===== config.mk =====
export PLATFORM = sky130hd
export DESIGN_NAME = ipv4_payload_xor_scrambler
export DESIGN_NICKNAME = d
export VERILOG_FILES = /design/src/ipsc_pkg.sv /design/src/ipsc_in_reg.sv /design/src/ipsc_core.sv /design/src/ipv4_payload_xor_scrambler.sv
export SDC_FILE = /design/constraint.sdc
export NUM_CORES = 1
export LEC_CHECK = 0
export BUFFER_PORTS_ARGS = -buffer_cell sky130_fd_sc_hd__buf_2
export CORE_UTILIZATION = 40
export DETAILED_ROUTE_END_ITERATION = 16
export PLACE_DENSITY_LB_ADDON = 0.12
export SETUP_SLACK_MARGIN = 0.15
export SLEW_MARGIN = 40
export SYNTH_ARGS = -nofsm -noshare
export SYNTH_HDL_FRONTEND = slang
export SYNTH_SLANG_ARGS = --single-unit

===== constraint.sdc =====
create_clock -name clk -period 6.6 [get_ports clk]
set_input_delay 1.65 -clock clk [delete_from_list [all_inputs] [get_ports clk]]
set_output_delay 1.65 -clock clk [all_outputs]
set_load 0.03 [all_outputs]

===== src/ipsc_pkg.sv =====
// Package for the IPv4 payload XOR scrambler: beat structs, item kinds
// and the fixed constants of header parsing and key rotation. No dependencies.
package ipsc_pkg;

    // Item kinds carried in the func field.
    localparam logic [1:0] FUNC_BYTE = 2'd0;
    localparam logic [1:0] FUNC_TICK = 2'd1;
    localparam logic [1:0] FUNC_KEY  = 2'd2;

    // Key handling.
    localparam logic [7:0]  KEY_RESET      = 8'h5A;
    localparam logic [7:0]  KEY_STEP       = 8'd17;
    localparam logic [15:0] INTERVAL_RESET = 16'd10;

    // Header parsing.
    localparam logic [15:0] POS_MAX       = 16'hFFFF;
    localparam logic [15:0] POS_VER_IHL   = 16'd0;
    localparam logic [15:0] POS_LEN_HI    = 16'd2;
    localparam logic [15:0] POS_LEN_LO    = 16'd3;
    localparam logic [15:0] POS_PROTO     = 16'd9;
    localparam logic [15:0] TCP_DOFF_OFS  = 16'd12;
    localparam logic [7:0]  PROTO_TCP     = 8'd6;
    localparam logic [7:0]  PROTO_UDP     = 8'd17;
    localparam logic [5:0]  MIN_HDR_BYTES = 6'd20;
    localparam logic [6:0]  UDP_HDR_BYTES = 7'd8;
    localparam logic [3:0]  MIN_DOFF      = 4'd5;

    // One input beat.
    typedef struct packed {
        logic [1:0] func;
        logic [7:0] data_byte;
        logic       last_byte;
    } item_t;

    // One result beat.
    typedef struct packed {
        logic [7:0] out_byte;
        logic       out_last;
        logic       was_changed;
        logic       truncated;
    } result_t;

    // Handshake between the input register and the processing stage.
    typedef struct packed {
        logic  valid;
        item_t item;
    } stage_t;

endpackage


===== src/ipsc_in_reg.sv =====
// Input register of the scrambler: holds one accepted beat for the processing stage.
// Depends on ipsc_pkg.
module ipsc_in_reg
    import ipsc_pkg::*;
(
    input  logic   clk,
    input  logic   rst_n,
    input  logic   item_valid,
    output logic   item_ready,
    input  item_t  item,
    output stage_t stage,
    input  logic   take
);

    logic  valid_reg;
    logic  valid_next;
    item_t data_reg;

    // A new beat may enter when the register is empty or is being drained.
    assign item_ready = !valid_reg || take;

    always_comb
    begin
        valid_next = valid_reg;
        if (item_ready)
        begin
            valid_next = item_valid;
        end
        else if (take)
        begin
            valid_next = 1'b0;
        end
    end

    // Control state.
    always_ff @(posedge clk or negedge rst_n)
    begin
        if (!rst_n)
        begin
            valid_reg <= 1'b0;
        end
        else
        begin
            valid_reg <= valid_next;
        end
    end

    // Beat payload.
    always_ff @(posedge clk)
    begin
        if (item_valid && item_ready)
        begin
            data_reg <= item;
        end
    end

    assign stage.valid = valid_reg;
    assign stage.item  = data_reg;

endmodule


===== src/ipsc_core.sv =====
// Processing stage of the scrambler: header parser, key and tick state, and
// the result register. Depends on ipsc_pkg.
module ipsc_core
    import ipsc_pkg::*;
(
    input  logic        clk,
    input  logic        rst_n,
    input  stage_t      stage,
    output logic        take,
    input  logic [15:0] rotate_interval,
    output logic        result_valid,
    input  logic        result_ready,
    output result_t     result
);

    logic [15:0] pos_reg, pos_next;
    logic [5:0]  ihb_reg, ihb_next;
    logic [7:0]  proto_reg, proto_next;
    logic [15:0] tlen_reg, tlen_next;
    logic [6:0]  pstart_reg, pstart_next;
    logic        armed_reg, armed_next;
    logic [7:0]  pkey_reg, pkey_next;
    logic [7:0]  ckey_reg, ckey_next;
    logic [15:0] tick_reg, tick_next;
    logic        res_valid_reg, res_valid_next;
    result_t     res_reg, res_next;

    logic        is_byte;
    logic [7:0]  b;
    logic [15:0] tick_inc;
    logic        hdr_ok;
    logic [15:0] tcp_doff_pos;
    logic [3:0]  doff;
    logic [6:0]  pstart_udp;
    logic [6:0]  pstart_tcp;
    logic        change;
    logic        trunc;

    assign is_byte = (stage.item.func == FUNC_BYTE);
    assign b       = stage.item.data_byte;

    // Packet bytes need room in the result register; other kinds never stall.
    assign take = stage.valid && (!is_byte || !res_valid_reg || result_ready);

    assign tick_inc     = tick_reg + 16'd1;
    assign hdr_ok       = (ihb_reg >= MIN_HDR_BYTES);
    assign tcp_doff_pos = {10'd0, ihb_reg} + TCP_DOFF_OFS;
    assign doff         = b[7:4];
    assign pstart_udp   = {1'b0, ihb_reg} + UDP_HDR_BYTES;
    assign pstart_tcp   = {1'b0, ihb_reg} + {1'b0, doff, 2'b00};

    // Next state for the beat in the stage.
    always_comb
    begin
        pos_next       = pos_reg;
        ihb_next       = ihb_reg;
        proto_next     = proto_reg;
        tlen_next      = tlen_reg;
        pstart_next    = pstart_reg;
        armed_next     = armed_reg;
        pkey_next      = pkey_reg;
        ckey_next      = ckey_reg;
        tick_next      = tick_reg;
        res_next       = res_reg;
        change         = 1'b0;
        trunc          = 1'b0;
        res_valid_next = res_valid_reg && !result_ready;

        if (take)
        begin
            case (stage.item.func)
                FUNC_TICK:
                begin
                    // Rotate the key once the interval count is reached.
                    if (tick_inc >= rotate_interval)
                    begin
                        ckey_next = ckey_reg + KEY_STEP;
                        tick_next = 16'd0;
                    end
                    else
                    begin
                        tick_next = tick_inc;
                    end
                end
                FUNC_KEY:
                begin
                    ckey_next = b;
                end
                FUNC_BYTE:
                begin
                    // Header fields, picked out by byte position.
                    if (pos_reg == POS_VER_IHL)
                    begin
                        pkey_next = ckey_reg;
                        ihb_next  = {b[3:0], 2'b00};
                    end
                    else if (pos_reg == POS_LEN_HI)
                    begin
                        tlen_next = {b, 8'd0};
                    end
                    else if (pos_reg == POS_LEN_LO)
                    begin
                        tlen_next = {tlen_reg[15:8], b};
                    end
                    else if (pos_reg == POS_PROTO)
                    begin
                        proto_next = b;
                        if (hdr_ok && b == PROTO_UDP)
                        begin
                            pstart_next = pstart_udp;
                            armed_next  = 1'b1;
                        end
                    end
                    else if (hdr_ok && proto_reg == PROTO_TCP && pos_reg == tcp_doff_pos)
                    begin
                        if (doff >= MIN_DOFF)
                        begin
                            pstart_next = pstart_tcp;
                            armed_next  = 1'b1;
                        end
                    end

                    // Payload window, judged on the updated header fields.
                    change = armed_next && (pos_reg >= {9'd0, pstart_next})
                             && (pos_reg < tlen_next);
                    trunc  = stage.item.last_byte
                             && ((pos_reg < POS_LEN_LO)
                                 || (({1'b0, pos_reg} + 17'd1) < {1'b0, tlen_next}));

                    res_next.out_byte    = change ? (b ^ pkey_reg) : b;
                    res_next.out_last    = stage.item.last_byte;
                    res_next.was_changed = change;
                    res_next.truncated   = trunc;
                    res_valid_next       = 1'b1;

                    // End of packet clears the per-packet state.
                    if (stage.item.last_byte)
                    begin
                        pos_next    = 16'd0;
                        ihb_next    = 6'd0;
                        proto_next  = 8'd0;
                        tlen_next   = 16'd0;
                        pstart_next = 7'd0;
                        armed_next  = 1'b0;
                    end
                    else if (pos_reg != POS_MAX)
                    begin
                        pos_next = pos_reg + 16'd1;
                    end
                end
                default:
                begin
                    // Unused kind: dropped without effect.
                end
            endcase
        end
    end

    // Control and key state.
    always_ff @(posedge clk or negedge rst_n)
    begin
        if (!rst_n)
        begin
            pos_reg       <= 16'd0;
            ihb_reg       <= 6'd0;
            proto_reg     <= 8'd0;
            tlen_reg      <= 16'd0;
            pstart_reg    <= 7'd0;
            armed_reg     <= 1'b0;
            pkey_reg      <= KEY_RESET;
            ckey_reg      <= KEY_RESET;
            tick_reg      <= 16'd0;
            res_valid_reg <= 1'b0;
        end
        else
        begin
            pos_reg       <= pos_next;
            ihb_reg       <= ihb_next;
            proto_reg     <= proto_next;
            tlen_reg      <= tlen_next;
            pstart_reg    <= pstart_next;
            armed_reg     <= armed_next;
            pkey_reg      <= pkey_next;
            ckey_reg      <= ckey_next;
            tick_reg      <= tick_next;
            res_valid_reg <= res_valid_next;
        end
    end

    // Result payload.
    always_ff @(posedge clk)
    begin
        res_reg <= res_next;
    end

    assign result_valid = res_valid_reg;
    assign result       = res_reg;

endmodule


===== src/ipv4_payload_xor_scrambler.sv =====
// Top level of the IPv4 payload XOR scrambler: configuration register,
// input register and processing stage. Depends on ipsc_pkg, ipsc_in_reg, ipsc_core.

// The scrambler takes one beat per clock cycle while the result side keeps
// taking: a packet byte, a tick or a new key. Each packet byte yields one
// result beat, held first in the input register and then in the result
// register; ticks and key loads yield none. The header parser and key update
// between those two registers are combinational, so a beat can enter every
// cycle while the result side keeps taking. UDP and TCP payload bytes are
// XORed with the key latched on the packet's first byte, up to the total
// length. The rotate interval register (reset 10) should be written only
// while the block is idle.
module ipv4_payload_xor_scrambler
    import ipsc_pkg::*;
(
    input  logic          clk,
    input  logic          rst_n,
    input  logic          item_valid,
    output logic          item_ready,
    input  item_t         item,
    output logic          result_valid,
    input  logic          result_ready,
    output result_t       result,
    input  logic          cfg_valid,
    output logic          cfg_ready,
    input  logic [15:0]   cfg_data
);

    logic [15:0] interval_reg;
    stage_t      stage;
    logic        stage_take;

    // Configuration register, always ready.
    assign cfg_ready = 1'b1;

    always_ff @(posedge clk or negedge rst_n)
    begin
        if (!rst_n)
        begin
            interval_reg <= INTERVAL_RESET;
        end
        else if (cfg_valid)
        begin
            interval_reg <= cfg_data;
        end
    end

    ipsc_in_reg u_in_reg (
        .clk        (clk),
        .rst_n      (rst_n),
        .item_valid (item_valid),
        .item_ready (item_ready),
        .item       (item),
        .stage      (stage),
        .take       (stage_take)
    );

    ipsc_core u_core (
        .clk             (clk),
        .rst_n           (rst_n),
        .stage           (stage),
        .take            (stage_take),
        .rotate_interval (interval_reg),
        .result_valid    (result_valid),
        .result_ready    (result_ready),
        .result          (result)
    );

`ifndef SYNTHESIS
    // A truncation flag only ever appears on the final byte of a packet.
    a_trunc_on_last: assert property (@(posedge clk) disable iff (!rst_n)
        result_valid |-> (!result.truncated || result.out_last))
        else $error("truncated set on a beat that is not the last");

    // A fresh result beat comes only from a packet byte taken the cycle before.
    a_result_source: assert property (@(posedge clk) disable iff (!rst_n)
        $rose(result_valid) |-> $past(stage_take && stage.item.func == FUNC_BYTE))
        else $error("result beat without a packet byte behind it");

    // An empty input register always accepts a beat.
    a_empty_ready: assert property (@(posedge clk) disable iff (!rst_n)
        !stage.valid |-> item_ready)
        else $error("input register empty but not ready");
`endif

endmodule


==> impl_results.md, run 1 <==
- Hold Path Class: flop to flop
- Post-synth top cells: dfrtp_1 (92), nand2_1 (83), ha_1 (67), o21ai_0 (49), nor2_1 (41)
- Congestion Overflow GR: 0
- Die extent in y: 141.0 µm
- CP required: 6780 ps
- CTS-repair resized insts: 0
- Std-Cell Rows: 50
- Worst Setup Path Type: flop to flop
- Crit path from: u_core.pos_reg[2]
- Pin count of the biggest net entering global routing: 66
- DR WL/cell: 18.44 µm
- DRT iter0 DRCs: 444
- Drt via density: 5.704
- Hold Startpoint: u_core.tick_reg[15]
- GPL Wtd Cong: 0.8904
- Critical path endpoint: u_core.result[6]
- DPL Wire Length: 14,270 µm
- Clk_skew: 11.45 ps
- Internal: 1617 µW
- Dpl ws: 1889 ps
- Root Driver: clkbuf_16
- Reg2reg start: u_core.pos_reg[2]
- Port bufs: 44
- P_leak: 0.003889 µW
- Cell taking the most area after synthesis: dfrtp_1
- Hold Buf Count CTS: 0
- Clock Latency Late Sink: 430 ps
- Multi-input logic area: 0.004173 mm²
- Die width: 141.0 µm
- Hold_ws: 492.9 ps
- Htree depth: 4
- Synth top area cells: dfrtp_1 (30%), ha_1 (11%), edfxtp_1 (8.5%), nand2_1 (4.0%), dfstp_2 (3.4%)
- Reg2reg path depth: 13
- Antenna cells: 0
- Arrival @ worst endpoint: 4980 ps
- Core area: 0.01883 mm²
- Net Sw Frac: 0.3112
- Worst reg2reg setup slack: 1790 ps
- CTS clk-pin slew, worst paths: 60 ps
- DRC: 0
- Max_cap viols: 0
- Max-slew violations: 0
- Via count: 6,234
- Crit. End Element: flop
- Hold Fails Final Rpt: 0
- Asr flop ratio synth: 0.8226
- Gate power share: 0.192
- Fillcell total: 1,805
- Number of synthesized register bits: 124
- Synthesis-to-layout area growth: 12.90%
- Setup TNS: 0 ps
- Top Ports: 46
- CTS tree: yes
- Setup WS post-layout: 1793 ps
- Ys Warns: 0
- Number of global-route vias before repair: 6,125
- Worst slew pin tran: 662.8 ps
- Setup Buffers After CTS: 0
- Register area share after synthesis: 0.4172
- DRT Wirelength: 20,160 µm
- # setup viols final: 0
- Main flop type after synthesis: dfrtp_1
- Clock tree sinks: 124
- Min cycle time layout: 4807 ps
- Sequential power share: 0.404
- First-pass GRT wire length: 33,220 µm
- Post-Syn Instances: 788
- Syn Nets: 888
- Antenna Violating Nets Remaining: 0
- 1st-pass router iterations: 4
- Clock share of power: 0.404
- Total power draw: 2348 µW
- Final Util: 0.4635
- Fin nets: 920
- Register Area: 0.003226 mm²
- Worst-path fanout max: 11
- Top-count cell post-synth: dfrtp_1
- Die area: 0.01989 mm²
- RSZ-0062 raised after global routing: false
- Post-route clock period utilization: 0.7284
- Tot GR Track Use: 0.2175
- VDD IR max: 0.1632 mV
- Total CTS buffers: 17
- Mapped Area: 0.007731 mm²
- Status: complete, no violations
- Power Density: 269.0 mW/mm²
- CTS max path bufs: 2
- Psw: 730.6 µW
- Post-synth EDFFs: 22
- Top cell type's share of synthesized area: 0.2978
- Share of cells above drive strength 1: 0.1381
- Average size of a mapped cell: 9.811 µm²
- Initial core utilization: 0.4106
- Slew HR: 0.5565
- Max frequency: 208.0 MHz
- Unique cell type count in the Yosys netlist: 68
- R2r endpoint: u_core.result[6]
- Initial antenna violation count: 0
- CP Launch Type: flop
## layout make-up
cell class                 instances  area share
clock inverter                    14     0.01649
tap                              260     0.03727
multi-input combinational        591      0.4781
sequential                       124      0.3696
inverter                          35     0.01505
timing repair buffer              51     0.03197
clock buffer                      18     0.05161
## metrics by stage
stage,area (µm²),instances
after floorplan,7731,788
after global placement,8127,1061
after detailed placement,8130,1061
after CTS,8725,1093
after global routing,8728,1093
final,8728,1093
## layer usage
layer	track usage	wire length, µm
met1	0.2948	9316
met2	0.3519	9727
met3	0.03872	693
met4	0.07037	419
met5	0	0
## worst max-delay path: stages (launching register included)
cell	delay, ps
dfrtp_1	520
nor4_1	610
nand2b_1	240
nor2_1	320
nand3b_1	510
mux2i_1	270
ha_1	360
nand4_1	160
or4_1	610
or2_2	320
o32ai_2	310
a211oi_4	130
nand2_1	120
xnor2_1	70
## how the worst min path moves through the flow
stage	to	slack, ps	cells past startpoint
2_1_floorplan	u_core.result[2]	420	0
3_3_place_gp	u_core.pstart_reg[0]	480	1
3_5_place_dp	u_core.proto_reg[1]	490	1
4_1_cts	u_core.tick_reg[15]	500	1
5_1_grt	u_core.tick_reg[15]	510	1
6_report	u_core.tick_reg[15]	490	1
## cells in the final DEF (no fill, tap or decap), types with 7 or more instances in the layout
cell,instances
dfstp_2,10
mux2i_1,9
xor2_1,18
o2bb2ai_1,7
a22o_1,28
ha_1,67
buf_4,7
o21a_1,9
a21o_1,13
nor2_1,41
inv_6,8
nand3_1,29
and3_1,11
dfrtp_1,92
clkbuf_16,18
inv_1,35
nor3_1,14
buf_2,43
o21ai_0,49
xnor2_1,25
nand4_1,15
a21oi_1,39
a22oi_1,9
edfxtp_1,22
or3_1,7
mux2_2,9
nand2b_1,11
nand2_1,83
## cells by family (layout without fill, tap and decap cells)
logic type,count (synthesis),count (layout),synth area share
adders and majority gates,68,68,0.1110
other,1,1,0.0004850
and+or+nand+nor,250,250,0.1643
xor gates and xnor gates,43,43,0.04871
muxes,18,18,0.02476
DFF,124,124,0.4172
buffers and inverters,73,118,0.04353
AOI/OAI and AO/OA,211,211,0.1900
## power by group through the flow
stage / sequential (µW) / combinational (µW) / clock (µW)
after detailed placement: 963 / 447 / 0
after CTS: 949 / 451 / 972
final: 949 / 451 / 948
after global placement: 958 / 437 / 0
after floorplan: 931 / 345 / 0
after global routing: 962 / 513 / 1000
Note: power is estimated with default switching activity, not from simulation.
==> inputs of run 2 (changes only) <==
- ABC_AREA: unset -> 1
- clock period: 6.6 -> 3.98 ns (I/O delays scaled with it)
==> run 2 against run 1 <==
Compared with the run above:
- combinational power rose to 3.4 times the previous value
- utilization increased by 2.3 points
- wire length increased by 1.3%
- largest cell class unchanged
- sequential share of layout area fell by 2.0 points
- non-clock buffer count rose by 25
- hold slack worse by 3.8 ps
- largest power group unchanged
- cell count is 17% higher
==> impl_results.md, run 2 <==
- Asr flop ratio synth: 0.8226 (unchanged)
- Hold Path Class: flop to flop
- R2r endpoint: u_core.result[4]
- Initial antenna violation count: 0 (unchanged)
- RSZ-0062 raised after global routing: false
- Reg2reg start: u_core.pos_reg[15]
- Main flop type after synthesis: dfrtp_1
- Setup TNS: 0 ps (unchanged)
- Unique cell type count in the Yosys netlist: 51 (-25%)
- Fin nets: 1,110 (+21%)
- Post-synth EDFFs: 22 (unchanged)
- Register area share after synthesis: 0.4122 (-0.005069)
- Slew HR: 0.5782 (+0.02166)
- CTS tree: yes
- Synth top area cells: dfrtp_1 (29%), ha_1 (11%), nand2_1 (8.7%), edfxtp_1 (8.4%), o21ai_0 (6.3%)
- Via count: 6,442 (+3.3%)
- Tot GR Track Use: 0.2196 (+0.002112)
- Max-slew violations: 0 (unchanged)
- DRT Wirelength: 20,430 µm (+1.3%)
- CTS clk-pin slew, worst paths: 60 ps (about the same)
- P_leak: 0.004503 µW (+16%)
- Std-Cell Rows: 50 (unchanged)
- Post-placement cell area: 0.008491 mm² (+4.4%)
- Reg2reg path depth: 21 (+8)
- # setup viols final: 0 (unchanged)
- Status: complete, no violations
- Worst slew pin tran: 628.5 ps (-34.26 ps)
- Mux contribution to synthesized area: 0.001439 (-0.02332)
- Hold_ws: 489.1 ps (-3.820 ps)
- CP required: 4150 ps (-2630 ps)
- Die extent in y: 141.9 µm (+0.60%)
- Antenna cells: 0 (unchanged)
- Share of cells above drive strength 1: 0.1828 (+0.04474)
- Average size of a mapped cell: 8.388 µm² (-15%)
- Final Instance Area: 0.009216 mm² (+5.6%)
- Clock Latency Late Sink: 420 ps (about the same)
- Simple-gate share of the synthesized area: 0.2165 (+0.05220)
- Port bufs: 44 (unchanged)
- Worst-path fanout max: 9 (-2)
- Antenna Violating Nets Remaining: 0 (unchanged)
- Number of synthesized register bits: 124 (unchanged)
- Post-synthesis adder-cell area fraction: 0.1097 (-0.001349)
- Number of global-route vias before repair: 6,243 (+1.9%)
- Crit. End Element: flop
- Most frequent cells in the layout: nand2_1 (180), inv_1 (114), o21ai_0 (98)
- Ys Warns: 0 (unchanged)
- Post-synth top cells: nand2_1 (181), inv_1 (117), o21ai_0 (99), dfrtp_1 (92), ha_1 (67)
- Synthesis-to-layout area growth: 17.76%
- Syn Nets: 1,033 (+16%)
- 1st-pass router iterations: 5 (+1)
- Worst reg2reg setup slack: 440 ps (-1350 ps)
- Top Ports: 46 (unchanged)
- GPL Wtd Cong: 0.8968 (+0.72%)
- DPL Wire Length: 15,040 µm (+5.4%)
- Core area: 0.01896 mm² (+0.66%)
- Post-Syn Instances: 933 (+18%)
- Largest family of logic cells by synthesized area: simple AND/OR/NAND/NOR gates
- Max frequency: 282.6 MHz (+36%)
- Xor/xnor share of the synthesized area: 0.04476 (-0.003949)
- Post-route clock period utilization: 0.8892 (+0.1609)
- Initial core utilization: 0.4129 (+0.002306)
- CP Launch Type: flop
- Mapped Area: 0.007826 mm² (+1.2%)
- Clk_skew: 9.696 ps (-1.751 ps)
- Min cycle time layout: 3539 ps (-1268 ps)
- Worst hold endpoint: u_core.proto_reg[2]
- DRT iter0 DRCs: 407 (-8.3%)
- Top-count cell post-synth: nand2_1
- First-pass GRT wire length: 33,640 µm (+1.2%)
- DR WL/cell: 15.92 µm (-14%)
- Hold Fails Final Rpt: 0 (unchanged)
- Pin count of the biggest net entering global routing: 73 (+11%)
- Root Driver: clkbuf_16
- CTS max path bufs: 2 (unchanged)
- Die area: 0.02013 mm² (+1.2%)
- Hold Startpoint: u_core.proto_reg[2]
- VDD IR max: 0.3328 mV (+100%)
- Max_cap viols: 0 (unchanged)
- Clock tree sinks: 124 (unchanged)
- Cell taking the most area after synthesis: dfrtp_1
- Die width: 141.9 µm (+0.60%)
- Final Util: 0.4862 (+0.02268)
- Congestion Overflow GR: 0 (unchanged)
- Hold Buf Count CTS: 0 (unchanged)
- Drt via density: 5.021 (-12%)
- Arrival @ worst endpoint: 3710 ps (-1270 ps)
- Htree depth: 4 (unchanged)
- Power Density: 518.2 mW/mm² (+93%)
- DRC: 0 (unchanged)
- Most common cell after layout, fill and taps aside: nand2_1
- Synth Area in Compound Gates: 0.1434 (-0.04659)
- Total CTS buffers: 17 (unchanged)
- Top cell type's share of synthesized area: 0.2942 (-0.003618)
- Hold path depth: 2 (+1)
- Worst Setup Path Type: flop to flop
==> run 2: kinds of logic after synthesis <==
logic type,count (synthesis)
flip-flops,124
multiplexers,1
other,1
XOR/XNOR,40
AND/OR/NAND/NOR,356
AO/OA/AOI/OAI,199
adder cells (fa/ha/maj),68
buffers and inverters,144
==> run 2: layout make-up <==
class,instances,area (µm²)
Sequential cell,124,3226
Clock buffer,22,506.7
Clock inverter,10,102.6
Multi-Input combinational cell,666,4111
Tap cell,260,325.3
Timing Repair Buffer,76,475.5
Inverter,125,469.2
Fill cell,1876,9739
==> run 2: how the worst max path moves through the flow <==
| stage | to | depth (start not counted) | start | slack, ps |
|---|---|---|---|---|
| 2_1_floorplan | u_core.result[1] | 19 | u_core.ihb_reg[3] | 750 |
| 3_3_place_gp | u_core.ckey_reg[3] | 19 | u_core.tick_reg[0] | 170 |
| 3_5_place_dp | u_core.ckey_reg[7] | 19 | u_core.tick_reg[0] | 140 |
| 4_1_cts | u_core.ckey_reg[3] | 19 | u_core.tick_reg[0] | 230 |
| 5_1_grt | u_core.result[4] | 21 | u_core.ihb_reg[2] | 130 |
| 6_report | u_core.result[4] | 21 | u_core.pos_reg[15] | 440 |
==> run 2: routing by layer <==
metal	vias up	wire [µm]	track usage	part of all wire
met1	3035	10330	0.3114	0.51
li1	3299	-	-	-
met2	89	9247	0.3404	0.45
met4	0	286	0.06791	0.014
met5	-	0	0	0
met3	19	560	0.03780	0.027
==> run 2: through the flow <==
step | cells | power (µW) | setup slack, ps
after floorplan | 933 | 2724 | 747.5
final | 1283 | 4776 | 440.9
after global routing | 1283 | 5115 | 129.8
after global placement | 1243 | 3147 | 171.9
after CTS | 1275 | 4775 | 229.5
after detailed placement | 1243 | 3165 | 140.6
==> run 2: timing repair <==
item | CTS | global route
setup buffers | 0 | 7
resized for setup | 1 | 16
cloned | 0 | 1
setup endpoints to repair | 7 | 29
endpoints found under the hold margin | 0 | 0
pin swaps | 0 | 10
==> run 2: power by group <==
group / total, µW / internal, µW / switching, µW
combinational: 1540 / 594 / 944
sequential: 1650 / 1490 / 160
clock: 1590 / 973 / 616
==> run 2: critical path, cell delays in order, from the launching register on <==
cell and delay [ps]:
dfrtp_1 460, nor2_1 130, nand2_1 100, nor2_4 260, inv_2 110, nor2_4 240, inv_2 60, nand2_1 70
inv_2 70, nand2_1 130, a21oi_1 100, o211ai_1 140, nand2_1 110, ha_1 280, nand2_1 70, nor4_2 290
a2111oi_2 60, buf_4 170, nor2_8 180, nand2_4 120, nand2_1 70, nand2_1 60
==> inputs of run 3 (changes only) <==
- PLACE_DENSITY_LB_ADDON: 0.12 -> 0.2
- SLEW_MARGIN: 40 -> unset
==> run 3 against run 2 <==
Compared with the run above:
- cell count decreased by 0.16%
- non-clock buffer count is 2 lower
- total power is 1.6% higher
- flip-flop and latch count unchanged
- first-iteration DRC count rose by 13%
- register-to-register slack worse by 50 ps
- sequential share of layout area grew 0.076 points
- utilization fell by 0.11 points
- critical path type unchanged
- highest routed layer unchanged
==> impl_results.md, run 3 (synthesized netlist as in run 2, its figures left out) <==
- Final Instance Area: 0.009196 mm² (-0.22%)
- GPL Wtd Cong: 0.8737 (-2.6%)
- CP Launch Type: flop
- Worst reg2reg setup slack: 390 ps (-50 ps)
- Arrival @ worst endpoint: 3780 ps (+70 ps)
- Tot GR Track Use: 0.2132 (-0.006324)
- Pin count of the biggest net entering global routing: 61 (-16%)
- Setup WS post-layout: 391.8 ps (-49.09 ps)
- Fin nets: 1,108 (-0.18%)
- Htree depth: 4 (unchanged)
- Total CTS buffers: 17 (unchanged)
- Share of cells above drive strength 1: 0.1753 (-0.007477)
- Number of global-route vias before repair: 6,254 (+0.18%)
- Port bufs: 44 (unchanged)
- Worst Setup Path Type: flop to flop
- Synthesis-to-layout area growth: 17.51%
- Hold Startpoint: u_core.proto_reg[3]
- Antenna Violating Nets Remaining: 0 (unchanged)
- Dpl ws: 277.5 ps (+136.9 ps)
- Placed cell count: 1,248 (+0.40%)
- Fillcell total: 1,828 (-2.6%)
- Power Density: 527.8 mW/mm² (+1.8%)
- Core area: 0.01896 mm² (unchanged)
- Hold path depth: 2 (unchanged)
- Final non-filler cell total: 1,281 (-0.16%)
- Initial antenna violation count: 0 (unchanged)
- DRT iter0 DRCs: 459 (+13%)
- Max frequency: 278.7 MHz (-1.4%)
- Slew HR: 0.4395 (-0.1387)
- First-pass GRT wire length: 32,860 µm (-2.3%)
- Total power draw: 4854 µW (+1.6%)
- Top Ports: 46 (unchanged)
- Max-slew violations: 0 (unchanged)
- Setup TNS: 0 ps (unchanged)
- CTS tree: yes
- Hold Buf Count CTS: 0 (unchanged)
- Antenna cells: 0 (unchanged)
- P_leak: 0.004502 µW (about the same)
- # setup viols final: 0 (unchanged)
- Clock tree sinks: 124 (unchanged)
- Initial core utilization: 0.4129 (unchanged)
- Post-placement cell area: 0.008508 mm² (+0.21%)
- Most frequent cells in the layout: nand2_1 (180), inv_1 (117), o21ai_0 (95)
- Post-route clock period utilization: 0.9016 (+0.01233)
- Reg2reg path depth: 21 (unchanged)
- Min cycle time layout: 3588 ps (+49.09 ps)
- RSZ-0062 raised after global routing: false
- Worst-path fanout max: 9 (unchanged)
- Die width: 141.9 µm (unchanged)
- Crit. End Element: flop
- CTS max path bufs: 2 (unchanged)
- 1st-pass router iterations: 5 (unchanged)
- Congestion Overflow GR: 0 (unchanged)
- VDD IR max: 0.3562 mV (+7.0%)
- Worst slew pin tran: 840.8 ps (+212.2 ps)
- Max_cap viols: 0 (unchanged)
- Clock Latency Late Sink: 430 ps (about the same)
- Die extent in y: 141.9 µm (unchanged)
- Worst hold endpoint: u_core.proto_reg[3]
- Most common cell after layout, fill and taps aside: nand2_1
- Status: complete, no violations
- DPL Wire Length: 14,950 µm (-0.59%)
- R2r endpoint: u_core.result[7]
- Root Driver: clkbuf_16
- DRT Wirelength: 20,020 µm (-2.0%)
- Die area: 0.02013 mm² (unchanged)
- Std-Cell Rows: 50 (unchanged)
- Via count: 6,530 (+1.4%)
- Drt via density: 5.098 (+1.5%)
- Hold Fails Final Rpt: 0 (unchanged)
- DRC: 0 (unchanged)
- Reg2reg start: u_core.ihb_reg[3]
- Clk_skew: 9.207 ps (-0.4890 ps)
- DR WL/cell: 15.63 µm (-1.8%)
- Hold Path Class: flop to flop
- CTS clk-pin slew, worst paths: 60 ps (about the same)
- CP required: 4170 ps (+20 ps)
==> run 3: cell count changes in the layout (fill, tap and decap cells not counted), moves of 3 or more <==
cell and delta:
inv_6 +6, clkinv_4 -3, inv_1 +3, inv_2 -3, o21ai_0 -3, o21ai_1 +3
==> run 3: metrics by stage <==
step	hold slack, ps	utilization
after floorplan	452.9	-
after global placement	472.1	0.4488
after detailed placement	479.3	0.4488
after CTS	494.4	0.4827
after global routing	515.4	0.4851
final	488.3	0.4851
==> run 3: worst max-delay path by stage <==
| stage | start | endpoint | slack (ps) | cells after the start |
|---|---|---|---|---|
| 5_1_grt | u_core.ihb_reg[3] | u_core.result[7] | 140 | 21 |
| 6_report | u_core.ihb_reg[3] | u_core.result[7] | 390 | 21 |
| 4_1_cts | u_core.tick_reg[0] | u_core.ckey_reg[7] | 190 | 19 |
| 2_1_floorplan | u_core.ihb_reg[3] | u_core.result[1] | 750 | 19 |
| 3_3_place_gp | u_core.tick_reg[0] | u_core.ckey_reg[5] | 320 | 19 |
| 3_5_place_dp | u_core.tick_reg[0] | u_core.ckey_reg[7] | 280 | 20 |
==> run 3: power breakdown <==
group	internal [µW]	switching, µW	total (µW)
Combinational	589	933	1520
Clock	1020	661	1680
Sequential	1490	159	1650
Total	3100	1750	4850
==> run 3: area by class of cell <==
cell class | count | area, µm² | area share
Clock buffer | 19 | 475.5 | 0.05170
Clock inverter | 13 | 166.4 | 0.01810
Tap cell | 260 | 325.3 | 0.03537
Sequential cell | 124 | 3226 | 0.3507
Timing Repair Buffer | 74 | 447.9 | 0.04871
Inverter | 125 | 469.2 | 0.05102
Multi-Input combinational cell | 666 | 4086 | 0.4444
==> run 3: metal layers <==
| metal | track usage | routed length [µm] | up-vias |
|---|---|---|---|
| li1 | - | - | 3296 |
| met1 | 0.2961 | 9599 | 3086 |
| met2 | 0.3381 | 9187 | 129 |
| met3 | 0.03949 | 932 | 19 |
| met4 | 0.06225 | 299 | 0 |
| met5 | 0 | 0 | - |
==> run 3: timing repair <==
item	4_1_cts	5_1_grt
buffers inserted	0	0
setup endpoints to repair	0	18
hold endpoints to repair	0	0
gates resized for setup	0	13
==> run 3: worst max-delay path, cell delays in order (launching register included) <==
cell and delay, ps:
dfrtp_1 440, inv_1 170, ha_1 170, inv_1 60, or2_2 280, nand3_1 90, o2111ai_1 120, nor2_1 130
nand3_1 160, nand2_1 130, nand2_1 110, nand2_1 80, nand2_1 70, ha_1 300, nand2_1 80, o21ai_0 260
a2111oi_2 110, buf_4 170, nor2_8 180, nand2_4 110, nand2_1 80, nand2_1 50
